--- config.mk ---
export PLATFORM = sky130hd
export DESIGN_NAME = prac_regs
export DESIGN_NICKNAME = d
export VERILOG_FILES = /design/src/rtl/prac_pkg.sv /design/src/rtl/prac_regs.sv
export SDC_FILE = /design/constraint.sdc
export NUM_CORES = 1
export LEC_CHECK = 0
export CAP_MARGIN = 10
export CORE_UTILIZATION = 40
export DETAILED_ROUTE_END_ITERATION = 7
export DONT_BUFFER_PORTS = 1
export PLACE_DENSITY = 0.61
export SYNTH_ARGS = -nofsm -noshare
export SYNTH_HDL_FRONTEND = slang
export SYNTH_SLANG_ARGS = --single-unit
--- constraint.sdc ---
create_clock -name clk -period 1.7 [get_ports clk]
set_input_delay 0.085 -clock clk [delete_from_list [all_inputs] [get_ports clk]]
set_output_delay 0.085 -clock clk [all_outputs]
set_load 0.01 [all_outputs]
--- src/rtl/prac_pkg.sv ---
// prac_pkg: shared widths, payload and config structs, queue entry and
// CORDIC stage types, register indexes and the arctangent table.
// No dependencies; every other file of the point rotator imports it.
package prac_pkg;

	// coordinate and angle widths
	localparam int COORD_BITS    = 12;
	localparam int ANGLE_BITS    = 16;

	// internal arithmetic widths
	localparam int TURN_BITS     = 32;
	localparam int ZW            = TURN_BITS + 1;
	localparam int XW            = 33;
	localparam int CORDIC_STAGES = 30;
	localparam int TRIG_BITS     = 16;
	localparam int FRAC_BITS     = 15;
	localparam int DIFF_BITS     = COORD_BITS + 1;
	localparam int PROD_BITS     = DIFF_BITS + TRIG_BITS;
	localparam int SUM_BITS      = PROD_BITS + 2;

	// decoupling queue
	localparam int QDEPTH        = 2;
	localparam int QIDX_BITS     = $clog2(QDEPTH);

	// configuration port
	localparam int PADDR_BITS    = 4;
	localparam int PDATA_BITS    = 32;
	localparam int REG_IDX_BITS  = 2;
	localparam int STEP_IN_BITS  = 16;

	localparam logic [REG_IDX_BITS-1:0] REG_CENTER_X   = 2'd0;
	localparam logic [REG_IDX_BITS-1:0] REG_CENTER_Y   = 2'd1;
	localparam logic [REG_IDX_BITS-1:0] REG_ANGLE_STEP = 2'd2;

	localparam logic signed [COORD_BITS-1:0] CENTER_X_RST   = COORD_BITS'(400);
	localparam logic signed [COORD_BITS-1:0] CENTER_Y_RST   = COORD_BITS'(300);
	localparam logic        [ANGLE_BITS-1:0] ANGLE_STEP_RST = ANGLE_BITS'(52);

	// CORDIC gain in Q2.30
	localparam logic signed [XW-1:0] CORDIC_GAIN = XW'(652032874);

	typedef struct packed {
		logic signed [COORD_BITS-1:0] point_x;
		logic signed [COORD_BITS-1:0] point_y;
	} in_item_t;

	typedef struct packed {
		logic signed [COORD_BITS-1:0] rotated_x;
		logic signed [COORD_BITS-1:0] rotated_y;
		logic        [ANGLE_BITS-1:0] current_angle;
	} out_item_t;

	typedef struct packed {
		logic signed [COORD_BITS-1:0] center_x;
		logic signed [COORD_BITS-1:0] center_y;
		logic        [ANGLE_BITS-1:0] angle_step;
	} cfg_t;

	// classified tick waiting for the back end
	typedef struct packed {
		logic signed [ZW-1:0]        z;
		logic                        flip;
		logic signed [DIFF_BITS-1:0] dx;
		logic signed [DIFF_BITS-1:0] dy;
		logic        [ANGLE_BITS-1:0] angle;
	} qent_t;

	// one CORDIC pipeline stage
	typedef struct packed {
		logic signed [XW-1:0]        x;
		logic signed [XW-1:0]        y;
		logic signed [ZW-1:0]        z;
		logic                        flip;
		logic signed [DIFF_BITS-1:0] dx;
		logic signed [DIFF_BITS-1:0] dy;
		logic        [ANGLE_BITS-1:0] angle;
	} cor_t;

	// atan(2^-i) in 2^-32 turn units
	function automatic logic [TURN_BITS-1:0] atan_turn(input int unsigned i);
		case (i)
			0:       return 32'h20000000;
			1:       return 32'h12E4051D;
			2:       return 32'h09FB385B;
			3:       return 32'h051111D4;
			4:       return 32'h028B0D43;
			5:       return 32'h0145D7E1;
			6:       return 32'h00A2F61E;
			7:       return 32'h00517C55;
			8:       return 32'h0028BE53;
			9:       return 32'h00145F2E;
			10:      return 32'h000A2F98;
			11:      return 32'h000517CC;
			12:      return 32'h00028BE6;
			13:      return 32'h000145F3;
			14:      return 32'h0000A2F9;
			15:      return 32'h0000517C;
			16:      return 32'h000028BE;
			17:      return 32'h0000145F;
			18:      return 32'h00000A2F;
			19:      return 32'h00000517;
			20:      return 32'h0000028B;
			21:      return 32'h00000145;
			22:      return 32'h000000A2;
			23:      return 32'h00000051;
			24:      return 32'h00000028;
			25:      return 32'h00000014;
			26:      return 32'h0000000A;
			27:      return 32'h00000005;
			28:      return 32'h00000002;
			29:      return 32'h00000001;
			default: return '0;
		endcase
	endfunction

endpackage

--- src/rtl/prac_regs.sv ---
// prac_regs: APB-style configuration registers (center and angle step).
// Depends on prac_pkg for the config struct, register indexes and resets.
module prac_regs (
	input  logic                            clk,
	input  logic                            arst_n,
	input  logic                            psel,
	input  logic                            penable,
	input  logic                            pwrite,
	input  logic [prac_pkg::PADDR_BITS-1:0] paddr,
	input  logic [prac_pkg::PDATA_BITS-1:0] pwdata,
	output logic [prac_pkg::PDATA_BITS-1:0] prdata,
	output logic                            pready,
	output prac_pkg::cfg_t                  cfg
);
	import prac_pkg::*;

	cfg_t                           cfg_q;
	logic                           wr_en;
	logic [REG_IDX_BITS-1:0]        reg_idx;
	logic [PDATA_BITS-1:0]          step_masked;
	logic signed [PDATA_BITS-1:0]   cx_ext;
	logic signed [PDATA_BITS-1:0]   cy_ext;

	assign pready      = 1'b1;
	assign wr_en       = psel && penable && pwrite;
	assign reg_idx     = paddr[PADDR_BITS-1:2];
	assign step_masked = {{(PDATA_BITS-STEP_IN_BITS){1'b0}}, pwdata[STEP_IN_BITS-1:0]};
	assign cfg         = cfg_q;

	// register writes, unknown indexes dropped
	always_ff @(posedge clk or negedge arst_n) begin
		if (!arst_n) begin
			cfg_q.center_x   <= CENTER_X_RST;
			cfg_q.center_y   <= CENTER_Y_RST;
			cfg_q.angle_step <= ANGLE_STEP_RST;
		end else if (wr_en) begin
			unique case (reg_idx)
				REG_CENTER_X:   cfg_q.center_x   <= pwdata[COORD_BITS-1:0];
				REG_CENTER_Y:   cfg_q.center_y   <= pwdata[COORD_BITS-1:0];
				REG_ANGLE_STEP: cfg_q.angle_step <= step_masked[ANGLE_BITS-1:0];
				default: ;
			endcase
		end
	end

	// read mux
	assign cx_ext = cfg_q.center_x;
	assign cy_ext = cfg_q.center_y;

	always_comb begin
		unique case (reg_idx)
			REG_CENTER_X:   prdata = cx_ext;
			REG_CENTER_Y:   prdata = cy_ext;
			REG_ANGLE_STEP: prdata = PDATA_BITS'(cfg_q.angle_step);
			default:        prdata = '0;
		endcase
	end

endmodule

# [Word level (Yosys, flattened, before mapping)]
# Cells that the tools add are included.
[totals] mem_bits_rw=0 register_bits=40 n_memories=0 romBits=0 latchBits=0 wordCells=12
[classes] reduce_logical=6 n_shift=0 n_eq_ne=2 mul=0 order_cmp=0 n_mux=1 addsub=0 div_mod_pow=0 bitwise_logic=0
[ops] cell="one-hot mux 32 bit (3 select lines)" count=1
[ops] cell="AND reduction 2 bit" count=3
[ops] cell="equality test 2 x 1 -> 1 bit, second input constant" count=1
[ops] cell="equality test 2 bit, second input constant" count=1
[ops] cell="logical AND 1 bit" count=2
[ops] cell="logical NOT 2 bit" count=1

# [Logic depth before layout (Yosys ltp)]
[logic_depth] word_depth=3 mapped_depth=5

# [Worst setup path before layout]
# Ideal clock, no wire load.
[synth_timing] path_type="register to output" from="register cfg_q (netlist bit cfg[27])" to="output prdata[17] (netlist name)" path_buffers=2 stages_incl_launch_ff=6 arrival_time_ns=1.371 required_time_ns=1.615 slack_ns=0.244 path_cell_list="dfrtp_1 mux2i_1 or2_2 clkbuf_1 inv_1 buf_4"
[synth_via] elab_chain_len=1
[synth_rtl] item="from (decl)" line="prac_regs.sv:17" source="cfg_t cfg_q;"
[synth_rtl] item="one-hot mux 32 bit (3 select lines)" line="prac_regs.sv:51" source="unique case (reg_idx)"
[synth_rtl] item="to (decl)" line="prac_regs.sv:11" source="output logic [prac_pkg::PDATA_BITS-1:0] prdata,"
# Every way passes these cells.

# [Worst setup path in the final report]
[layout_timing] from="register cfg_q (netlist bit cfg[27])" to="output prdata[28] (netlist name)"
# Same word-level chain as after synthesis.

==> reports/qor.yml <==
setup_path:
  arrival_ns: 1.48
  path_class: "flop to primary output"
  crit_chain: "mux2i_1, or2_2, inv_1, buf_12"
  cp-end-kind: "primary output"
  crit_buf_inv: 2
  timing.rr.start: "cfg[31]"
  cp_max_fo: 16
  slowest_stage: "dfrtp_1"
  worstSetupStartpoint: "cfg[27]"
  critPathRequiredTime_ns: 1.62
  start_kind: "flop"
  crit_family: "flip-flops"
  max_stage_delay_ns: 0.42
grt:
  antenna_found_initial: 0
  track_usage: 0.173
  grt_start_max_net_pins: 41
  first_global_vias: 1301
  overflow: 0
  grt_pass1_wl_um: 6620
final_layout:
  syn_to_final_growth_pct: 12.3
  fin_nets: 205
  drive_above_1_share: 0.406
  fill_cells: 438
  num_antenna_cells: 0
  largest_reg_flops: 40
  finalInstanceArea_um2: 2250
  post-route-util: 0.470
drt:
  post_drt_wl_per_cell_um: 18.9
  viasPerCell: 5.29
  drt_iter0_markers: 56
  antenna_left: 0
  wl_um: 4390
  drc: 0
  dr_total_vias: 1227
  dr.pass1.iters: 3
clocking:
  clk_latency_ns: 0.28
  clock-root-buffer: "clkbuf_8"
  clkSlewWorstSetupHoldPaths_ns: 0.07
  post_cts_resized: 0
  cts.sinks: 40
  clockBufferDepth: 2
  cts_tree: "done"
  cts_buffers: 5
  htree_levels: 2
synthesis:
  ys_top_cells_by_count: "dfrtp_1, mux2_2, buf_4"
  syn_nets: 199
  synth-compound-area-share: 0.0400
  syn-cell-area_um2: 2000
  synth_top_family_by_area: "multiplexers"
  yosys_warnings: 0
  yosysSeqAreaShare: 0.506
  synthTopCellsByArea: "dfrtp_1, mux2_2, dfstp_2"
  synth_xor_area_frac: 0
  syn_area_per_cell_um2: 12.7
  ys_async_sr_fraction: 1.00
  synthSimpleGateAreaFrac: 0.0549
  netlist_instances: 158
  synth-edff-count: 0
  ys_types: 22
  synthAdderAreaFrac: 0
  synthMuxAreaShare: 0.303
  synth_flop_cell: "dfrtp_1"
  synth_top_area_cell: "dfrtp_1"
  synth_top_cell_area_share: 0.375
  ys_seq_elements: 40
die:
  die_w_um: 72.8
  die_h_um: 72.8
  start_util: 0.419
  fp.dieArea_um2: 5300
  fp-row-count: 25
  ios: 114
  core_area_um2: 4790
run_status:
  status: "finished clean"
timing:
  setup_tns_ns: 0
  finClkSkew_ns: 0
  rsz0062_at_grt: "false"
  fin_crit_sh: 0.921
  hold_viol_final: 0
  min_period_ns: 1.57
  slew_violations: 0
  fmax_mhz: 639
  setup_viol: 0
worst_hold_path:
  worstHoldPathType: "input pin to flop"
  hold_start: "paddr[3]"
placed_design:
  hpwl_um: 2840
  port_buffers: 0
  gp_congestion: 0.674
  place_area_um2: 1970
power_and_ir_drop:
  leakage_nw: 0.992
  p_per_area_nw_per_um2: 1210
  vdd_drop_max_uv: 548
job:
  drv_cap: 0
-- worst paths after layout --
path / cells past startpoint / slack, ns / to
max: 4 / 0.13 / prdata[28]
min reg2reg: 1 / 0.61 / cfg[28]
min: 2 / 0.09 / cfg[19]
max in group asynchronous: 2 / 1.15 / cfg[19]
max reg2reg: 1 / 0.86 / cfg[31]
min in group asynchronous: 2 / 0.29 / cfg[29]
-- placed cells by master (no fill, tap or decap) --
cell type      count
mux2_2            30
dfrtp_1           30
dlygate4sd3_1     17
nand2_1           16
mux2i_1           12
o21ai_0           11
mux2_4            10
dfstp_2           10
clkbuf_8           6
a21oi_1            5
buf_4              5
clkbuf_1           2
buf_12             2
nor2b_1            1
or2_2              1
and2_1             1
inv_1              1
nand3_2            1
nor3_2             1
nor3b_2            1
or3b_1             1
conb_1             1
-- kinds of logic after synthesis --
| kind of cell | Yosys count |
|---|---|
| flip-flops | 40 |
| AO/OA/AOI/OAI | 16 |
| buffers and inverters | 26 |
| multiplexers | 52 |
| other | 1 |
| AND/OR/NAND/NOR | 23 |
-- routing by layer --
| metal | GRT usage | part of all wire | vias to the layer above |
|---|---|---|---|
| met5 | 0 | 0 | - |
| met4 | 0.0806 | 0.023 | 0 |
| li1 | - | - | 541 |
| met3 | 0.0608 | 0.077 | 12 |
| met2 | 0.298 | 0.52 | 73 |
| met1 | 0.190 | 0.38 | 601 |
-- area by class of cell --
type	count	area, um^2	area share
multi-input cells	92	812	0.361
flip-flops and latches	40	1010	0.450
repair buffers	24	248	0.110
inverters	1	3.75	0.00167
well taps	67	83.8	0.0372
clock buffers	8	90.1	0.0400
-- power breakdown --
group / switching (W) / leakage (nW) / internal [W]
sequential: 0.000317 / 0.473 / 0.00122
clock: 0.000307 / 0.0455 / 0.000331
combinational: 0.000247 / 0.474 / 0.000302
-- repair_timing --
action / in CTS / in global routing
hold buffers: 18 / 0
hold endpoints to repair: 80 / 0
buffers inserted: 0 / 0
-- through the flow --
stage                     hold WS [ns]  setup WS [ns]  std cells  power [W]
after floorplan                 -0.211          0.244        158    0.00200
after global placement          -0.210          0.439        206    0.00201
after detailed placement        -0.210          0.439        206    0.00204
after CTS                       0.0710          0.120        232    0.00276
after global routing            0.0676         0.0463        232    0.00287
final                           0.0860          0.135        232    0.00272
Power figures use the tool's default switching activity.
