<file path="src/rtl/prac_pkg.sv">
// prac_pkg: shared widths, payload and config structs, queue entry and
// CORDIC stage types, register indexes and the arctangent table.
// No dependencies; every other file of the point rotator imports it.
package prac_pkg;

	// coordinate and angle widths
	localparam int COORD_BITS    = 12;
	localparam int ANGLE_BITS    = 16;

	// internal arithmetic widths
	localparam int TURN_BITS     = 32;
	localparam int ZW            = TURN_BITS + 1;
	localparam int XW            = 33;
	localparam int CORDIC_STAGES = 30;
	localparam int TRIG_BITS     = 16;
	localparam int FRAC_BITS     = 15;
	localparam int DIFF_BITS     = COORD_BITS + 1;
	localparam int PROD_BITS     = DIFF_BITS + TRIG_BITS;
	localparam int SUM_BITS      = PROD_BITS + 2;

	// decoupling queue
	localparam int QDEPTH        = 2;
	localparam int QIDX_BITS     = $clog2(QDEPTH);

	// configuration port
	localparam int PADDR_BITS    = 4;
	localparam int PDATA_BITS    = 32;
	localparam int REG_IDX_BITS  = 2;
	localparam int STEP_IN_BITS  = 16;

	localparam logic [REG_IDX_BITS-1:0] REG_CENTER_X   = 2'd0;
	localparam logic [REG_IDX_BITS-1:0] REG_CENTER_Y   = 2'd1;
	localparam logic [REG_IDX_BITS-1:0] REG_ANGLE_STEP = 2'd2;

	localparam logic signed [COORD_BITS-1:0] CENTER_X_RST   = COORD_BITS'(400);
	localparam logic signed [COORD_BITS-1:0] CENTER_Y_RST   = COORD_BITS'(300);
	localparam logic        [ANGLE_BITS-1:0] ANGLE_STEP_RST = ANGLE_BITS'(52);

	// CORDIC gain in Q2.30
	localparam logic signed [XW-1:0] CORDIC_GAIN = XW'(652032874);

	typedef struct packed {
		logic signed [COORD_BITS-1:0] point_x;
		logic signed [COORD_BITS-1:0] point_y;
	} in_item_t;

	typedef struct packed {
		logic signed [COORD_BITS-1:0] rotated_x;
		logic signed [COORD_BITS-1:0] rotated_y;
		logic        [ANGLE_BITS-1:0] current_angle;
	} out_item_t;

	typedef struct packed {
		logic signed [COORD_BITS-1:0] center_x;
		logic signed [COORD_BITS-1:0] center_y;
		logic        [ANGLE_BITS-1:0] angle_step;
	} cfg_t;

	// classified tick waiting for the back end
	typedef struct packed {
		logic signed [ZW-1:0]        z;
		logic                        flip;
		logic signed [DIFF_BITS-1:0] dx;
		logic signed [DIFF_BITS-1:0] dy;
		logic        [ANGLE_BITS-1:0] angle;
	} qent_t;

	// one CORDIC pipeline stage
	typedef struct packed {
		logic signed [XW-1:0]        x;
		logic signed [XW-1:0]        y;
		logic signed [ZW-1:0]        z;
		logic                        flip;
		logic signed [DIFF_BITS-1:0] dx;
		logic signed [DIFF_BITS-1:0] dy;
		logic        [ANGLE_BITS-1:0] angle;
	} cor_t;

	// atan(2^-i) in 2^-32 turn units
	function automatic logic [TURN_BITS-1:0] atan_turn(input int unsigned i);
		case (i)
			0:       return 32'h20000000;
			1:       return 32'h12E4051D;
			2:       return 32'h09FB385B;
			3:       return 32'h051111D4;
			4:       return 32'h028B0D43;
			5:       return 32'h0145D7E1;
			6:       return 32'h00A2F61E;
			7:       return 32'h00517C55;
			8:       return 32'h0028BE53;
			9:       return 32'h00145F2E;
			10:      return 32'h000A2F98;
			11:      return 32'h000517CC;
			12:      return 32'h00028BE6;
			13:      return 32'h000145F3;
			14:      return 32'h0000A2F9;
			15:      return 32'h0000517C;
			16:      return 32'h000028BE;
			17:      return 32'h0000145F;
			18:      return 32'h00000A2F;
			19:      return 32'h00000517;
			20:      return 32'h0000028B;
			21:      return 32'h00000145;
			22:      return 32'h000000A2;
			23:      return 32'h00000051;
			24:      return 32'h00000028;
			25:      return 32'h00000014;
			26:      return 32'h0000000A;
			27:      return 32'h00000005;
			28:      return 32'h00000002;
			29:      return 32'h00000001;
			default: return '0;
		endcase
	endfunction

endpackage

</file>
<file path="src/rtl/prac_fifo.sv">
// prac_fifo: short queue of classified ticks between front and back end.
// Depends on prac_pkg for the entry type and depth.
module prac_fifo (
	input  logic            clk,
	input  logic            arst_n,
	input  logic            push,
	input  prac_pkg::qent_t wdata,
	input  logic            pop,
	output prac_pkg::qent_t rdata,
	output logic            full,
	output logic            empty
);
	import prac_pkg::*;

	qent_t                 mem_q [QDEPTH];
	logic [QIDX_BITS-1:0]  wr_ptr_q;
	logic [QIDX_BITS-1:0]  rd_ptr_q;
	logic [QIDX_BITS:0]    cnt_q;

	assign full  = (cnt_q == (QIDX_BITS+1)'(QDEPTH));
	assign empty = (cnt_q == '0);
	assign rdata = mem_q[rd_ptr_q];

	// entry storage
	always_ff @(posedge clk) begin
		if (push) begin
			mem_q[wr_ptr_q] <= wdata;
		end
	end

	// pointers and fill count
	always_ff @(posedge clk or negedge arst_n) begin
		if (!arst_n) begin
			wr_ptr_q <= '0;
			rd_ptr_q <= '0;
			cnt_q    <= '0;
		end else begin
			if (push) begin
				wr_ptr_q <= wr_ptr_q + 1'b1;
			end
			if (pop) begin
				rd_ptr_q <= rd_ptr_q + 1'b1;
			end
			case ({push, pop})
				2'b10:   cnt_q <= cnt_q + 1'b1;
				2'b01:   cnt_q <= cnt_q - 1'b1;
				default: cnt_q <= cnt_q;
			endcase
		end
	end

endmodule

</file>
<file path="config.mk">
export PLATFORM = sky130hd
export DESIGN_NAME = prac_fifo
export DESIGN_NICKNAME = d
export VERILOG_FILES = /design/src/rtl/prac_pkg.sv /design/src/rtl/prac_fifo.sv
export SDC_FILE = /design/constraint.sdc
export NUM_CORES = 1
export LEC_CHECK = 0
export BUFFER_PORTS_ARGS = -buffer_cell sky130_fd_sc_hd__buf_2
export CAP_MARGIN = 25
export CORE_MARGIN = 2
export CORE_UTILIZATION = 46
export DETAILED_ROUTE_END_ITERATION = 6
export GPL_ROUTABILITY_DRIVEN = 0
export PLACE_DENSITY = 0.74
export SLEW_MARGIN = 20
export SYNTH_ARGS = -nofsm -noshare
export SYNTH_HDL_FRONTEND = slang
export SYNTH_SLANG_ARGS = --single-unit
</file>
<file path="constraint.sdc">
create_clock -name clk -period 4.22 [get_ports clk]
set_clock_uncertainty 0.15 [all_clocks]
set_input_delay 0.844 -clock clk [delete_from_list [all_inputs] [get_ports clk]]
set_output_delay 0.844 -clock clk [all_outputs]
set_load 0.02 [all_outputs]
</file>
After elaboration in Yosys (flattened, before gate mapping)

Memories as Yosys holds them, arrays and structs flattened.
Index checks and enable logic that the tools add are counted.

$add $sub $neg: 4
$mul: 0
Div/mod/pow operators: 0
$lt $le $gt $ge: 0
Eq/ne operators: 3
Shifts and indexed selects: 0
Muxes and demuxes: 3
Bitwise operators: 0
Reduce and logical (&&, ||, !) cells: 2

Operator list:

| cell                                                               | count |
|---|---|
| 2-bit == test, second input constant                               | 2 |
| 2-bit case mux with 2 select lines                                 | 1 |
| 1-bit adder, second input constant                                 | 2 |
| 2-bit by 1-bit adder with 2-bit output, second input constant      | 1 |
| 2-bit by 1-bit == test with 1-bit output, second input constant    | 1 |
| 2-bit logical NOT                                                  | 1 |
| 1-bit two-way mux                                                  | 2 |
| 2-bit nonzero test                                                 | 1 |
| 2-bit by 1-bit subtractor with 2-bit output, second input constant | 1 |

Flip-flop bits (word level): 4
Latch bits: 0
Bits in writable memories: 152
ROM bits: 0
Input port bits: 80
Output and inout bits: 78
Logic and storage cells: 16
Memories: 1

Memories:

| name  | depth | width | rd ports | clocked after Yosys merged registers in | write ports | line            | source |
|---|---|---|---|---|---|---|---|
| mem_q | 2     | 76    | 1        | 0                                       | 1           | prac_fifo.sv:15 | `qent_t mem_q [QDEPTH];` |

Depth between registers and ports, before layout

Word-level depth: 2
Gate-level depth with buffers: 5
Depth with buffers taken out: 5

Least setup slack after synthesis

OpenSTA, ideal clock, no wires.

Kind: input to register
From: input port push
To: memory mem_q[0][0] (netlist name) (enable)
Library setup time: 513 ps
Arrival time: 4089 ps
Data required time: 3557 ps
Path slack: -532 ps
Cell stages on the path: 2
Path buffers: 0
Cell sequence: inv_1 > nor2_1

Longest elaborated chain between the ends: 2

RTL lines:

| what                                    | line            | source |
|---|---|---|
| from (decl)                             | prac_fifo.sv:6  | `input logic push,` |
| 1-bit two-way mux                       | prac_fifo.sv:26 | `if (push) begin` |
| 1-bit two-way mux (not written as such) | prac_fifo.sv:27 | `mem_q[wr_ptr_q] <= wdata;` |
| to (decl)                               | prac_fifo.sv:15 |  |

Every way passes these cells.

==> reports/qor_table.md <==
| Group | Metric | This run |
|:---|:---|:---|
| run status | Outcome | complete, no violations |
| clocking | Post-cts repair resize count | 0 |
| timing | Period Utilization, post-route | 0.6672 |
| floorplanning | Standard-cell row count | 41 |
| synthesis | Net Count, Synth | 334 |
| clocking | Clock tree from TritonCTS | done |
| timing | Number of max-slew violations in the final report | 0 |
| timing | Worst-margin pin slew | 0.5831 ns |
| setup path | Data arrival time of the critical path | 1.82 ns |
| clocking | Cts-stage hold buffer count | 0 |
| setup path | Worst reg2reg path depth | 2 |
| clocking | Buffers from clock root to sink, at most | 2 |
| floorplanning | Area of the core | 0.01247 sq mm |
| place | Port bufs | 157 |
| synthesis | Top post-synthesis cells by area | sky130_fd_sc_hd__edfxtp_1, sky130_fd_sc_hd__mux2_2, sky130_fd_sc_hd__mux2_4, sky130_fd_sc_hd__dfrtp_1, sky130_fd_sc_hd__buf_8 |
| setup path | Setup crit start kind | register |
| clocking | Number of buffers inserted during clock tree synthesis | 17 |
| global routing | Number of global-route vias before repair | 2952 |
| floorplanning | Initial cell density of the core | 0.4656 |
| synthesis | Synth Area per Inst | 22.94 sq um |
| routing | Routed WL | 9.548 mm |
| synthesis | Post-Syn Area | 0.005804 sq mm |
| synthesis | Unique cell type count in the Yosys netlist | 14 |
| global routing | Overall track demand over capacity in global routing | 0.1454 |
| setup path | Crit Reg-Reg Startpoint | wr_ptr_q |
| power and ir drop | Design Power | 5.248 mW |
| clocking | Post-CTS clock slew at the launch and capture registers of the worst setup and hold paths | 0.06 ns |
| setup path | Capture instance of the worst register-to-register path | mem_q[1][22] |
| clocking | Clock latency of the later-clocked register in the worst-skew pair | 0.41 ns |
| place | Hpwl dp | 6.039 mm |
| synthesis | Warning count from the yosys run | 0 |
| floorplanning | Full die area | 0.01353 sq mm |
| global routing | Global-route wire length before repair | 14.27 mm |
| setup path | Critical path data required time | 3.23 ns |
| setup path | Path type of the worst setup path | register to primary output |
| power and ir drop | Standby leakage power | 2.868 nW |
| global routing | Largest net degree at the start of global routing | 78 |
| synthesis | Most frequently used flop master after synthesis | sky130_fd_sc_hd__edfxtp_1 |
| synthesis | Sequential-to-total area share from yosys stat | 0.8036 |
| synthesis | Post-synthesis async set-or-reset flop share | 0.02564 |
| layout | Fraction of final layout cells sized beyond drive strength 1 | 0.6092 |
| setup path | Largest fanout on the critical path | 77 |
| floorplanning | Total I/O pin count | 158 |
| layout | Number of nets at the end of the flow | 505 |
| routing | Via total after detailed routing | 2878 |
| layout | Fill count | 937 |
| timing | Hold WS | 0.07932 ns |
| synthesis | EDFF count, synth | 152 |
| synthesis | Yosys top cell area share | 0.7864 |
| synthesis | Leading cell types by count after synthesis | sky130_fd_sc_hd__edfxtp_1, sky130_fd_sc_hd__mux2_2, sky130_fd_sc_hd__mux2_4 |
| clocking | Number of buffers inserted to repair setup after CTS | 0 |
| setup path | Crit end category | primary output |
| routing | DRT antenna net count | 0 |
| timing | Setup-violating endpoint count in the final report | 0 |
| timing | Worst slew margin relative to its limit | 0.6112 |
| timing | Final hold violation count | 0 |
| synthesis | Most frequently used cell type in the post-synthesis netlist | sky130_fd_sc_hd__edfxtp_1 |
| layout | Number of diodes | 0 |
| synthesis | Number of synthesized register bits | 156 |
| global routing | Total gr overflow | 0 |
| setup path | Worst setup slack for register-to-register paths | 2.57 ns |
| floorplanning | Die Y | 116.3 um |
| routing | Drc violations | 0 |
| power and ir drop | Peak supply drop | 463.2 uV |
| routing | Vias/cell | 4.741 |
| routing | Number of detailed-route iterations in the first pass | 4 |
| power and ir drop | Pwr dens | 713.4 mW/mm^2 |
| synthesis | Post-synth top area cell | sky130_fd_sc_hd__edfxtp_1 |
| clocking | Sinks on Clock Net | 156 |
| timing | Setup TNS Final | 0 ns |
| clocking | Cell at the root of the clock tree | sky130_fd_sc_hd__clkbuf_16 |
| worst hold path | Kind of path behind the tightest hold check | input port to asynchronous set/reset pin |
| synthesis | Post-Synthesis Cells | 253 |
| routing | Routed length per placed instance | 15.73 um |
| clocking | Number of levels the H-tree was split into | 4 |
| layout | Layout area overhead | 26.73% |
| job | Number of max-cap violations | 0 |
| timing | Fmax | 0.3552 GHz |
| floorplanning | Horiz. Die Dim | 116.3 um |
| timing | Unrepaired setup endpoints after global routing | false |
| routing | DR iter-0 viols | 177 |
| global routing | Number of antenna violations at the first check in global routing | 0 |
| timing | Shortest clock period the worst path allows after layout | 2.816 ns |
[per-layer routing]
layer  vias to the layer above  global-route usage  wire (um)
met4                         0             0.08889        239
li1                       1340                   -          -
met5                         -                   0          0
met2                       115              0.2388       4793
met1                      1405              0.1663       3908
met3                        18             0.04722        606
[power by group]
part	leakage [nW]	internal [mW]	switching (mW)	total, mW
sequential	1.47	2.06	0.0828	2.14
combinational	1.12	0.700	0.952	1.65
clock	0.274	0.913	0.539	1.45
[cells in the final DEF (no fill, tap or decap)]
cell type and instances:
sky130_fd_sc_hd__and2_4 1, sky130_fd_sc_hd__buf_12 1, sky130_fd_sc_hd__buf_16 1, sky130_fd_sc_hd__buf_2 157, sky130_fd_sc_hd__buf_4 2, sky130_fd_sc_hd__bufinv_16 3
sky130_fd_sc_hd__clkbuf_1 3, sky130_fd_sc_hd__clkbuf_16 17, sky130_fd_sc_hd__clkinv_1 2, sky130_fd_sc_hd__clkinv_2 4, sky130_fd_sc_hd__clkinvlp_4 1, sky130_fd_sc_hd__dfrtp_1 3
sky130_fd_sc_hd__dfrtp_4 1, sky130_fd_sc_hd__edfxtp_1 152, sky130_fd_sc_hd__ha_1 1, sky130_fd_sc_hd__inv_1 1, sky130_fd_sc_hd__mux2_2 46, sky130_fd_sc_hd__mux2_4 30
sky130_fd_sc_hd__nor2_1 2, sky130_fd_sc_hd__nor2_4 1, sky130_fd_sc_hd__nor2b_1 1, sky130_fd_sc_hd__xnor2_1 2, sky130_fd_sc_hd__xor2_1 3
[per-stage QoR]
step	instances	worst slack, ns	util	area, sq um
after global routing	607	1.330	0.5901	7356
after global placement	576	1.835	0.5428	6766
after detailed placement	576	1.815	0.5428	6766
after CTS	606	1.360	0.5879	7328
final	607	1.404	0.5901	7356
after floorplan	253	0.7887	-	5807
[registers in the layout, indices dropped and copies added (netlist names)]
name / cells
mem_q: 152
cnt_q: 2
wr_ptr_q: 1
rd_ptr_q: 1
[critical path, stage by stage, from the launching register on]
cell	delay (ns)
sky130_fd_sc_hd__dfrtp_4	0.42
sky130_fd_sc_hd__buf_12	0.40
sky130_fd_sc_hd__mux2_2	0.40
sky130_fd_sc_hd__buf_2	0.16
[cell type report]
cell class / instances / area [sq um] / share of cell area
inverters: 1 / 3.754 / 0.0005103
clock buffers: 20 / 436.7 / 0.05936
flip-flops and latches: 156 / 4668 / 0.6346
repair buffers: 161 / 848.3 / 0.1153
well taps: 172 / 215.2 / 0.02926
clock inverters: 10 / 125.1 / 0.01701
multi-input cells: 87 / 1059 / 0.1439
[how the worst max path moves through the flow]
stage | depth (start not counted) | slack [ns] | endpoint | start
floorplan | 2 | 0.79 | mem_q[0][0] | push
global placement | 3 | 1.84 | rdata[58] | rd_ptr_q
detailed placement | 2 | 1.82 | mem_q[1][37] | push
CTS | 3 | 1.36 | rdata[62] | rd_ptr_q
global route | 3 | 1.33 | rdata[70] | rd_ptr_q
finish | 3 | 1.40 | rdata[74] | rd_ptr_q
[cells by family after synthesis]
kind of cell               count (synthesis)  synth area share
muxes                                     76            0.1668
buffers and inverters                     10           0.01573
adders and majority gates                  1          0.002155
and+or+nand+nor                            5          0.004097
xor gates and xnor gates                   5          0.007546
DFF                                      156            0.8036
No activity file was read; power rests on OpenSTA's default activity.
