--- src/rtl/prac_pkg.sv ---
// prac_pkg: shared widths, payload and config structs, queue entry and
// CORDIC stage types, register indexes and the arctangent table.
// No dependencies; every other file of the point rotator imports it.
package prac_pkg;

	// coordinate and angle widths
	localparam int COORD_BITS    = 12;
	localparam int ANGLE_BITS    = 16;

	// internal arithmetic widths
	localparam int TURN_BITS     = 32;
	localparam int ZW            = TURN_BITS + 1;
	localparam int XW            = 33;
	localparam int CORDIC_STAGES = 30;
	localparam int TRIG_BITS     = 16;
	localparam int FRAC_BITS     = 15;
	localparam int DIFF_BITS     = COORD_BITS + 1;
	localparam int PROD_BITS     = DIFF_BITS + TRIG_BITS;
	localparam int SUM_BITS      = PROD_BITS + 2;

	// decoupling queue
	localparam int QDEPTH        = 2;
	localparam int QIDX_BITS     = $clog2(QDEPTH);

	// configuration port
	localparam int PADDR_BITS    = 4;
	localparam int PDATA_BITS    = 32;
	localparam int REG_IDX_BITS  = 2;
	localparam int STEP_IN_BITS  = 16;

	localparam logic [REG_IDX_BITS-1:0] REG_CENTER_X   = 2'd0;
	localparam logic [REG_IDX_BITS-1:0] REG_CENTER_Y   = 2'd1;
	localparam logic [REG_IDX_BITS-1:0] REG_ANGLE_STEP = 2'd2;

	localparam logic signed [COORD_BITS-1:0] CENTER_X_RST   = COORD_BITS'(400);
	localparam logic signed [COORD_BITS-1:0] CENTER_Y_RST   = COORD_BITS'(300);
	localparam logic        [ANGLE_BITS-1:0] ANGLE_STEP_RST = ANGLE_BITS'(52);

	// CORDIC gain in Q2.30
	localparam logic signed [XW-1:0] CORDIC_GAIN = XW'(652032874);

	typedef struct packed {
		logic signed [COORD_BITS-1:0] point_x;
		logic signed [COORD_BITS-1:0] point_y;
	} in_item_t;

	typedef struct packed {
		logic signed [COORD_BITS-1:0] rotated_x;
		logic signed [COORD_BITS-1:0] rotated_y;
		logic        [ANGLE_BITS-1:0] current_angle;
	} out_item_t;

	typedef struct packed {
		logic signed [COORD_BITS-1:0] center_x;
		logic signed [COORD_BITS-1:0] center_y;
		logic        [ANGLE_BITS-1:0] angle_step;
	} cfg_t;

	// classified tick waiting for the back end
	typedef struct packed {
		logic signed [ZW-1:0]        z;
		logic                        flip;
		logic signed [DIFF_BITS-1:0] dx;
		logic signed [DIFF_BITS-1:0] dy;
		logic        [ANGLE_BITS-1:0] angle;
	} qent_t;

	// one CORDIC pipeline stage
	typedef struct packed {
		logic signed [XW-1:0]        x;
		logic signed [XW-1:0]        y;
		logic signed [ZW-1:0]        z;
		logic                        flip;
		logic signed [DIFF_BITS-1:0] dx;
		logic signed [DIFF_BITS-1:0] dy;
		logic        [ANGLE_BITS-1:0] angle;
	} cor_t;

	// atan(2^-i) in 2^-32 turn units
	function automatic logic [TURN_BITS-1:0] atan_turn(input int unsigned i);
		case (i)
			0:       return 32'h20000000;
			1:       return 32'h12E4051D;
			2:       return 32'h09FB385B;
			3:       return 32'h051111D4;
			4:       return 32'h028B0D43;
			5:       return 32'h0145D7E1;
			6:       return 32'h00A2F61E;
			7:       return 32'h00517C55;
			8:       return 32'h0028BE53;
			9:       return 32'h00145F2E;
			10:      return 32'h000A2F98;
			11:      return 32'h000517CC;
			12:      return 32'h00028BE6;
			13:      return 32'h000145F3;
			14:      return 32'h0000A2F9;
			15:      return 32'h0000517C;
			16:      return 32'h000028BE;
			17:      return 32'h0000145F;
			18:      return 32'h00000A2F;
			19:      return 32'h00000517;
			20:      return 32'h0000028B;
			21:      return 32'h00000145;
			22:      return 32'h000000A2;
			23:      return 32'h00000051;
			24:      return 32'h00000028;
			25:      return 32'h00000014;
			26:      return 32'h0000000A;
			27:      return 32'h00000005;
			28:      return 32'h00000002;
			29:      return 32'h00000001;
			default: return '0;
		endcase
	endfunction

endpackage

--- src/rtl/prac_front.sv ---
// prac_front: accepts ticks, steps the angle accumulator, folds the angle
// into the CORDIC range and forms the offsets from the center.
// Depends on prac_pkg; feeds the decoupling queue.
module prac_front (
	input  logic               clk,
	input  logic               arst_n,
	input  logic               in_valid,
	output logic               in_ready,
	input  prac_pkg::in_item_t in_item,
	input  prac_pkg::cfg_t     cfg,
	input  logic               q_full,
	output logic               q_push,
	output prac_pkg::qent_t    q_data
);
	import prac_pkg::*;

	logic [ANGLE_BITS-1:0]        acc_q;
	logic [ANGLE_BITS-1:0]        ang_next;
	logic [TURN_BITS-1:0]         a32;
	logic [TURN_BITS-1:0]         z32;
	logic                         flip;
	logic signed [DIFF_BITS-1:0]  px_w;
	logic signed [DIFF_BITS-1:0]  py_w;
	logic signed [DIFF_BITS-1:0]  cx_w;
	logic signed [DIFF_BITS-1:0]  cy_w;

	assign in_ready = !q_full;
	assign q_push   = in_valid && !q_full;

	// accumulator lowered by the step on every transfer
	assign ang_next = acc_q - cfg.angle_step;

	always_ff @(posedge clk or negedge arst_n) begin
		if (!arst_n) begin
			acc_q <= '0;
		end else if (q_push) begin
			acc_q <= ang_next;
		end
	end

	// quadrants 1 and 2 lose half a turn and flip the result sign
	assign a32  = TURN_BITS'(ang_next) << (TURN_BITS - ANGLE_BITS);
	assign flip = a32[TURN_BITS-1] ^ a32[TURN_BITS-2];
	assign z32  = {a32[TURN_BITS-1] ^ flip, a32[TURN_BITS-2:0]};

	// offsets from the center
	assign px_w = in_item.point_x;
	assign py_w = in_item.point_y;
	assign cx_w = cfg.center_x;
	assign cy_w = cfg.center_y;

	always_comb begin
		q_data.z     = {z32[TURN_BITS-1], z32};
		q_data.flip  = flip;
		q_data.dx    = px_w - cx_w;
		q_data.dy    = py_w - cy_w;
		q_data.angle = ang_next;
	end

endmodule

--- config.mk ---
export PLATFORM = sky130hd
export DESIGN_NAME = prac_front
export DESIGN_NICKNAME = d
export VERILOG_FILES = /design/src/rtl/prac_pkg.sv /design/src/rtl/prac_front.sv
export SDC_FILE = /design/constraint.sdc
export NUM_CORES = 1
export LEC_CHECK = 0
export BUFFER_PORTS_ARGS = -buffer_cell sky130_fd_sc_hd__clkbuf_2
export CORE_MARGIN = 1
export CORE_UTILIZATION = 40
export DETAILED_ROUTE_END_ITERATION = 12
export GPL_ROUTABILITY_DRIVEN = 0
export HOLD_SLACK_MARGIN = 0.03
export MAX_ROUTING_LAYER = met4
export PLACE_DENSITY_LB_ADDON = 0.1
export SLEW_MARGIN = 30
export SYNTH_ARGS = -nofsm -noshare
export SYNTH_HDL_FRONTEND = slang
export SYNTH_SLANG_ARGS = --single-unit
--- constraint.sdc ---
create_clock -name clk -period 2.95 [get_ports clk]
set_clock_uncertainty 0.2 [all_clocks]
set_input_delay 0 -clock clk [delete_from_list [all_inputs] [get_ports clk]]
set_output_delay 0 -clock clk [all_outputs]
set_load 0.02 [all_outputs]
Yosys cells after proc, flatten, opt, wreduce, memory -nomap -nowiden:

Index checks and enable logic that the tools add are counted.

* bits in registers: 16
* logic and storage cells: 8
* output and inout bits: 78

* bitwise operators: 2
* reductions and logical operators: 2
* $add $sub $neg: 3

Operator list (count)
* 12-bit by 12-bit subtractor with 13-bit output: 2
* 16-bit subtractor: 1
* 1-bit XOR: 2
* 1-bit logical AND: 1
* 1-bit zero test: 1

Depth between registers and ports, before layout:

Gate-level depths: netlist of the first run.

* depth in word-level cells: 3
* mapped depth: 11

Worst setup path before layout of the first run:

OpenSTA, ideal clock, no wires.

* kind: flip-flop to output port
* from: register acc_q[0]
* to: output port q_data[42] in the netlist's numbering
* setup slack: 148 ps
* buffers on the path: 1
* data required time: 2750 ps
* data arrival time: 2602 ps
* cell stages (with the launch flop): 12
* cells stage by stage: dfrtp_1 > inv_1 > ha_1 > fa_1 > nor2b_1 > o31a_1 > o21ai_1 > a211oi_1 > o21ai_1 > xnor2_1 > xor2_1 > buf_4

RTL lines
* from (decl): line prac_front.sv:17 `logic [ANGLE_BITS-1:0] acc_q;`
* from (signal assigned): line prac_front.sv:37 `acc_q <= ang_next;`
* to (decl): line prac_front.sv:13 `output prac_pkg::qent_t q_data`

==> results.yml, run 1 <==
run_status:
  outcome: "completed"
cells_and_area:
  syn2layout_area_growth_pct: 27.5
  top_register: "acc_q"
  largest_reg_flops: 16
  reg_top3: "acc_q (16)"
  final_util: 0.527
  n_antenna_cell: 0
  nNetsFinal: 604
  fillers: 704
  drive_gt1_frac: 0.320
  stdcell_count: 589
  design_area_um2: 3580
global_routing:
  grt_start_max_net_pins: 17
  grt_overflow: 0
  grt_pass1_vias: 2483
  grt_use_total: 0.176
  grt_pass1_wl_um: 10500
  antenna_found_initial: 0
floorplan:
  dieArea_um2: 7360
  dieHeight_um: 85.8
  ioPinCount: 146
  die_w_um: 85.8
  start_util: 0.413
  core_area_um2: 6790
  rows: 30
route:
  vias_per_cell: 4.73
  ant_nets: 0
  vias: 2784
  drt-total-wl_um: 6220
  firstDrtPassIters: 4
  avgRoutedWirePerCell_um: 10.6
  drtIter0Drc: 31
  route.detailed.drc: 0
timing:
  setup_violations: 0
  fmax_mhz: 352
  rsz0062_at_grt: "true"
  min_period_ps: 2840
  layout_setup_ws_ps: 110
  maxSlewHeadroom: 0.475
  worst_pin_slew_ps: 785
  fin_crit_sh: 0.963
  hold_viol: 0
  slew_viol_final: 0
worst_setup_path:
  crit_slowest_cell: "dfrtp_1"
  cp_top_family: "compound AO/OA/AOI/OAI gates"
  crit_fanout: 4
  crit_type: "register to primary output"
  worstPathArrival_ps: 2640
  path_cells: "ha_4, a21o_1, or3_1, o22a_2, a41oi_4, xor2_2, xor2_2, xor2_1, buf_4"
  slowest_delay_ps: 410
  critPathBufInv: 1
  cp.required_ps: 2750
  crit_top_cell: "xor2_2"
  cp-end-kind: "primary output"
  cp-start-kind: "register"
place:
  portBuffers: 129
  dp_cells: 576
  pre_cts_slack_ps: 101
  dp_hpwl_um: 5290
  placed_area_um2: 3370
clock_tree:
  cts-htree-levels: 1
  clock_sinks: 16
  insertion_delay_ps: 250
  cts_tree: "built"
  clk_pin_slew_worst_paths_ps: 70
  clockBufferDepth: 2
  cts_buffers: 3
  cts_root_buf: "clkbuf_8"
synth:
  synthDistinctLibCells: 50
  synth-edff-count: 0
  ys_seq_elements: 16
  synthFlopType: "dfrtp_1"
  ys_warn_count: 0
  syn_inst: 374
  syn_avg_cell_area_um2: 7.51
  async_flop_share: 1.00
  synth_area_um2: 2810
  ys_seq_area_frac: 0.143
flow_run:
  drv_cap: 0
pwr:
  power.total_mw: 3.62
  p_leak_nw: 2.03
  peakVddDrop_v: 0.00111
  power.density_nw_per_um2: 1010
worst_hold_path:
  hold_path_class: "primary input to register"
-- layout by cell type, fill, tap and decap left out, drive strengths merged, types with 3 or more instances in the layout --
cell         count
a21oi           16
clkbuf         129
a31oi            4
dlygate4sd3      5
ha              39
nand2           37
o21a             4
nor2            22
inv             58
nand4b           3
a21boi           5
nand3            4
conb            16
and3             3
a21o             4
mux2             7
o21ai           18
xnor2           17
nand4            5
xor2            12
nor3            10
buf              9
nor2b           14
dfrtp           16
fa               3
-- what timing repair did --
action / in CTS / in global routing
gates resized for setup: 5 / 11
pin swaps: 5 / 7
endpoints found under the hold margin: 19 / 0
gates cloned: 0 / 0
buffers inserted: 2 / 3
hold buffers: 5 / 0
setup endpoints to repair: 3 / 8
-- path summary, 6_finish.rpt --
kind                           from    endpoint  slack, ps  cells past startpoint
setup reg to reg           acc_q[0]   acc_q[14]        310                     11
max in group asynchronous    arst_n    acc_q[5]       1370                      3
hold reg to reg            acc_q[3]    acc_q[3]        280                      2
hold / removal             in_valid    acc_q[2]         50                      4
setup / recovery           acc_q[4]  q_data[42]        110                      9
min in group asynchronous    arst_n   acc_q[13]        690                      3
-- cells in the mapped netlist, types with 6 or more instances --
cell type,count,area [um2]
dfrtp_1,16,400
ha_1,39,488
nor3_1,10,50.1
a21oi_1,16,80.1
o21ai_0,12,60.1
xor2_1,10,87.6
nor2b_1,14,87.6
inv_1,58,218
nand2_1,37,139
xnor2_1,17,149
buf_4,33,248
nor2_1,22,82.6
mux2_2,7,78.8
o21ai_1,6,30.0
-- final cells by class --
class,instances,area [um2],share of cell area
Clock buffer,4,55.1,0.0154
Timing Repair Buffer,139,743,0.208
Sequential cell,16,400,0.112
Inverter,59,221,0.0618
Multi-Input combinational cell,275,2040,0.570
Tap cell,96,120,0.0335
-- layer usage --
metal	part of all wire	wire length, um	track usage	vias to the layer above
met2	0.48	2980	0.303	93
met4	0.0059	37	0.0424	0
met3	0.052	323	0.0202	4
li1	-	-	-	1438
met1	0.46	2880	0.221	1249
met5	0	0	-	-
-- cells by family after synthesis --
group | after synthesis | share of synthesized area
AND/OR/NAND/NOR | 111 | 0.196
buffers and inverters | 98 | 0.175
AO/OA/AOI/OAI | 68 | 0.159
adder cells (fa/ha/maj) | 42 | 0.195
XOR/XNOR | 29 | 0.0958
flip-flops | 16 | 0.143
multiplexers | 9 | 0.0352
other | 1 | 0.00134
-- stage by stage --
stage / setup TNS, ps / hold slack (ps)
final: 0 / 46.1
after detailed placement: 0 / -234
after floorplan: 0 / -496
after global placement: 0 / -235
after CTS: 0 / 51.5
after global routing: -32.6 / 73.2
-- where the power goes --
part           leakage [nW]  internal (mW)  switching [mW]  total (mW)
sequential            0.193          0.327          0.0656       0.393
combinational          1.81           1.16            1.87        3.02
clock                0.0288          0.119          0.0817       0.200
total                  2.03           1.60            2.01        3.62
-- worst register-to-register path, stage by stage, from the launching register on --
cell and delay, ps:
dfrtp_1 360, inv_1 50, ha_1 200, fa_2 360, nor2b_1 150, o31a_1 160
o21ai_1 100, a211oi_2 260, o21ai_2 140, xnor2_2 160, buf_4 150, mux2_2 250
No activity file was read; power rests on OpenSTA's default activity.
==> run 2: changes to the inputs <==
CORE_MARGIN = 2   (was 1)
PLACE_DENSITY = 0.72   (was unset)
PLACE_DENSITY_LB_ADDON = unset   (was 0.1)
==> run 2 against run 1 <==
Against the previous run: global-route usage decreased by 1.3 points; critical endpoint unchanged; count of clock-buffer cells in the layout unchanged; non-clock buffer count increased by 1; critical path type is now primary input to primary output.
==> results.yml, run 2 (synthesis results as in run 1) <==
cells_and_area:
  nNetsFinal: 605
  design_area_um2: 3560
  drive_gt1_frac: 0.320
  layout_common_cells: "clkbuf_2 (125), inv_1 (58), ha_1 (38), nand2_1 (37), nor2_1 (22)"
  stdcell_count: 590
  reg_top3: "acc_q (16)"
  largest_reg_flops: 16
  syn2layout_area_growth_pct: 26.7
  top_register: "acc_q"
  final_common_cell: "clkbuf_2"
  n_antenna_cell: 0
clock_tree:
  cts-htree-levels: 1
  cts_root_buf: "clkbuf_8"
  clock_sinks: 16
  cts_tree: "built"
  cts_buffers: 3
  clockBufferDepth: 2
  insertion_delay_ps: 250
  clk_pin_slew_worst_paths_ps: 60
worst_setup_path:
  cp.required_ps: 2750
  crit_type: "primary input to primary output"
  cp-start-kind: "primary input"
  rrSetupSlack_ps: 340
  reg2reg_to: "acc_q[12]"
  cp-end-kind: "primary output"
  worstRegToRegCells: 11
  crit_fanout: 3
  critical_path.startpoint: "cfg[0]"
  worstPathArrival_ps: 2630
  r2r_start: "acc_q[0]"
pwr:
  peakVddDrop_v: 0.00163
  power.density_nw_per_um2: 1020
  p_leak_nw: 2.03
  power.total_mw: 3.63
place:
  dp_hpwl_um: 5430
  portBuffers: 129
  pre_cts_slack_ps: 70.3
  dp_cells: 576
  placed_area_um2: 3370
run_status:
  outcome: "completed"
global_routing:
  grt_use_total: 0.164
  antenna_found_initial: 0
  grt_start_max_net_pins: 17
  grt_overflow: 0
  grt_pass1_wl_um: 10300
  grt_pass1_vias: 2516
route:
  firstDrtPassIters: 5
  ant_nets: 0
  drt-total-wl_um: 6630
  avgRoutedWirePerCell_um: 11.2
  route.detailed.drc: 0
  drtIter0Drc: 47
  vias_per_cell: 4.77
  vias: 2813
worst_hold_path:
  min_delay_path_depth: 4
  hold_path_class: "primary input to register"
  min_from: "in_valid"
  min_to: "acc_q[4]"
timing:
  hold_viol: 0
  fmax_mhz: 354
  tns_ps: 0
  slew_viol_final: 0
  layout_setup_ws_ps: 123
  fin_crit_sh: 0.958
  worst_pin_slew_ps: 787
  rsz0062_at_grt: "true"
  min_period_ps: 2830
  setup_violations: 0
  maxSlewHeadroom: 0.474
floorplan:
  die_w_um: 87.8
  start_util: 0.413
  ioPinCount: 146
  dieHeight_um: 87.8
  dieArea_um2: 7710
  rows: 30
  core_area_um2: 6790
flow_run:
  drv_cap: 0
run 2: cell count changes in the layout (fill, tap and decap cells not counted):
| cell | previous run | this run |
|---|---|---|
| a21oi_1 | 15 | 16 |
| a21oi_4 | 1 | 0 |
| a311oi_1 | 1 | 2 |
| a311oi_2 | 1 | 0 |
| a41oi_2 | 1 | 2 |
| a41oi_4 | 1 | 0 |
| buf_2 | 0 | 1 |
| nor2b_1 | 14 | 13 |
| nor2b_2 | 0 | 1 |
run 2: per-stage QoR:
step,utilization,hold slack (ps)
3_5_place_dp,0.496,-239
3_3_place_gp,0.496,-240
4_1_cts,0.515,48.3
2_1_floorplan,-,-496
5_1_grt,0.524,74.2
6_report,0.524,44.2
run 2: critical path, cell delays in order:
cell and delay [ps]:
dlygate4sd3_1 530, clkbuf_2 100, ha_1 220, fa_2 360, nor2b_2 150, o31a_1 160
o21ai_1 110, a211oi_2 340, o21ai_2 120, xnor2_2 200, xor2_1 170, buf_4 160
run 2: worst max path at each step:
stage / cells past startpoint / to
after floorplan: 11 / q_data[42]
after global placement: 11 / q_data[42]
after detailed placement: 11 / q_data[42]
after CTS: 11 / q_data[71]
after global routing: 9 / q_data[42]
final: 12 / q_data[42]
run 2: where the power goes:
part | internal (mW) | leakage, nW | total (mW) | switching (mW)
sequential | 0.327 | 0.193 | 0.394 | 0.0671
clock | 0.119 | 0.0288 | 0.200 | 0.0814
combinational | 1.17 | 1.81 | 3.03 | 1.87
run 2: final cells by class:
type                    instances  area [um2]
flip-flops and latches         16         400
inverters                      59         221
clock buffers                   4        55.1
repair buffers                140         748
fillers                       646        3230
well taps                      96         120
multi-input cells             275        2010
run 2: timing repair:
item                       CTS  global route
setup endpoints to repair    3            11
resized for setup            3            11
pin swaps                    2             8
buffers inserted             1             4
hold endpoints to repair    19             0
hold buffers                 5             0
run 2: layer usage:
| metal | global-route usage | wire length (um) | vias up |
|---|---|---|---|
| met3 | 0.0189 | 419 | 12 |
| met5 | - | 0 | - |
| met1 | 0.192 | 2900 | 1254 |
| met2 | 0.295 | 3200 | 106 |
| li1 | - | - | 1441 |
| met4 | 0.0420 | 112 | 0 |
==> run 3: changes to the inputs <==
ABC_AREA = 1   (was unset)
PLACE_DENSITY = 0.7   (was 0.72)
==> run 3 against run 2 <==
Against the previous run: count of clock-buffer cells in the layout did not move; sequential cell count did not move; global-route usage rose by 1.2 points; register-to-register slack improved by 200 ps; synthesized cell count rose by 36%; core utilization fell by 2.4 points.
==> results.yml, run 3 <==
run_status:
  outcome: "completed"
synth:
  synth_area_um2: 3150
  ys_seq_area_frac: 0.127
  synthFlopType: "dfrtp_1"
  syn_inst: 507
  syn_avg_cell_area_um2: 6.22
  ys_seq_elements: 16
  yosys.area.top_type: "nand2_1"
  async_flop_share: 1.00
  netlist_top_cells_count: "nand2_1 (146), inv_1 (109), ha_1 (39)"
  yosysMostFrequentCell: "nand2_1"
  yosysTopAreaCellShare: 0.174
  ys_warn_count: 0
  synthDistinctLibCells: 32
  synth-edff-count: 0
  synthTopCellsByArea: "nand2_1 (17%), ha_1 (15%), inv_1 (13%)"
route:
  drt-total-wl_um: 7590
  firstDrtPassIters: 4
  vias: 3278
  drtIter0Drc: 78
  vias_per_cell: 4.50
  route.detailed.drc: 0
  ant_nets: 0
  avgRoutedWirePerCell_um: 10.4
clock_tree:
  cts_tree: "built"
  cts_root_buf: "clkbuf_8"
  cts_buffers: 3
  clockBufferDepth: 2
  clock_sinks: 16
  insertion_delay_ps: 260
  cts-htree-levels: 1
  cts_resized: 0
  clk_pin_slew_worst_paths_ps: 80
worst_setup_path:
  slowest_delay_ps: 550
  crit_fanout: 4
  crit_slowest_cell: "dlygate4sd3_1"
  cp-end-kind: "register"
  path_cells: "ha_1, nand2_2, inv_1, a21oi_1, nand2_2, nand2_2, nand2_2, nand2_2, nand2_2, nand2_1, nand2_1, dlygate4sd3_1"
  rrSetupSlack_ps: 540
  cp-start-kind: "register"
  crit_type: "register to register"
  crit_top_cell: "nand2_2"
  cp.required_ps: 2890
  worstPathArrival_ps: 2350
timing:
  rsz0062_at_grt: "false"
  layout_setup_ws_ps: 540
  worst_pin_slew_ps: 516
  hold_viol: 0
  setup_violations: 0
  fin_crit_sh: 0.817
  slew_viol_final: 0
  min_period_ps: 2410
  tns_ps: 0
  fmax_mhz: 415
  holdWs_ps: 1.27
  maxSlewHeadroom: 0.655
pwr:
  peakVddDrop_v: 0.000922
  power.switching_mw: 2.02
  power.density_nw_per_um2: 888
  clock_power_share: 0.062
  p_sw_frac: 0.593
  seqPwrFrac: 0.112
  power.total_mw: 3.41
  p_comb_frac: 0.827
  p_int_mw: 1.39
  p_leak_nw: 2.49
global_routing:
  grt_start_max_net_pins: 21
  grt_pass1_vias: 2984
  grt_pass1_wl_um: 12400
  antenna_found_initial: 0
  grt_overflow: 0
  grt_use_total: 0.176
cells_and_area:
  final_common_cell: "nand2_1"
  top_register: "acc_q"
  final_util: 0.500
  fillers: 796
  largest_reg_flops: 16
  drive_gt1_frac: 0.252
  syn2layout_area_growth_pct: 21.8
  reg_top3: "acc_q (16)"
  layout_common_cells: "nand2_1 (146), clkbuf_2 (129), inv_1 (109), ha_1 (39), nand3_1 (25)"
  nNetsFinal: 737
  n_antenna_cell: 0
worst_hold_path:
  hold_path_class: "primary input to async pin"
place:
  pre_cts_slack_ps: 883
  portBuffers: 129
  dp_hpwl_um: 6390
floorplan:
  dieArea_um2: 8610
  start_util: 0.410
  ioPinCount: 146
  rows: 32
  die_w_um: 92.8
  core_area_um2: 7690
  dieHeight_um: 92.8
flow_run:
  drv_cap: 0
-- run 3: cell count changes after synthesis, moves of 6 or more --
cell | previous run | this run
nand3_1 | 4 | 25
nor2b_1 | 14 | 0
nand2_2 | 0 | 14
inv_1 | 58 | 109
o21ai_1 | 6 | 0
mux2_2 | 7 | 0
nand2_1 | 37 | 146
xor2_1 | 10 | 16
-- run 3: final timing paths --
path,startpoint,end,depth (start not counted)
min in group clk,q_full,in_ready,3
worst max register to register,acc_q[5],acc_q[15],12
worst min-delay path,arst_n,acc_q[14],2
max in group asynchronous,arst_n,acc_q[5],2
worst max-delay path,acc_q[5],acc_q[15],12
worst min register to register,acc_q[2],acc_q[2],2
-- run 3: logic make-up after synthesis --
logic type,share of synthesized area
xor+xnor,0.0778
flops,0.127
other cells,0.00119
fa+ha+maj,0.174
simple gates,0.314
compound gates,0.0909
buf+inv,0.215
-- run 3: power groups by stage --
| stage | Clock (mW) | Combinational (mW) | Sequential [mW] |
|---|---|---|---|
| after floorplan | 0 | 2.35 | 0.369 |
| after global placement | 0 | 2.79 | 0.378 |
| after detailed placement | 0 | 2.81 | 0.384 |
| after CTS | 0.212 | 2.85 | 0.381 |
| after global routing | 0.220 | 3.12 | 0.395 |
| final | 0.210 | 2.82 | 0.381 |
-- run 3: final cells by class --
type | instances | area, um2 | area share
inverter | 110 | 413 | 0.108
tap | 102 | 128 | 0.0332
sequential | 16 | 400 | 0.104
multi-input combinational | 360 | 2130 | 0.555
timing repair buffer | 136 | 713 | 0.186
clock buffer | 4 | 55.1 | 0.0143
-- run 3: repair_timing --
| action | 4_1_cts | 5_1_grt |
|---|---|---|
| buffers inserted | 0 | 0 |
| endpoints found under the hold margin | 30 | 0 |
| hold buffers | 6 | 0 |
-- run 3: stage by stage --
step,instance area (um2),std cells
6_report,3840,728
5_1_grt,3840,728
4_1_cts,3840,728
3_5_place_dp,3720,718
3_3_place_gp,3720,718
2_1_floorplan,3210,522
-- run 3: routing by layer --
| metal | routed length [um] | track usage |
|---|---|---|
| met3 | 495 | 0.0138 |
| met4 | 78 | 0.0417 |
| met5 | 0 | - |
| met2 | 3670 | 0.325 |
| met1 | 3350 | 0.206 |
-- run 3: critical path: cells and delay by family, from the launching register on --
family                     cells  cell delay (ps)
AOI/OAI and AO/OA              1              160
DFF                            1              390
buffers and inverters          2              610
adders and majority gates      1              360
and+or+nand+nor                8              570
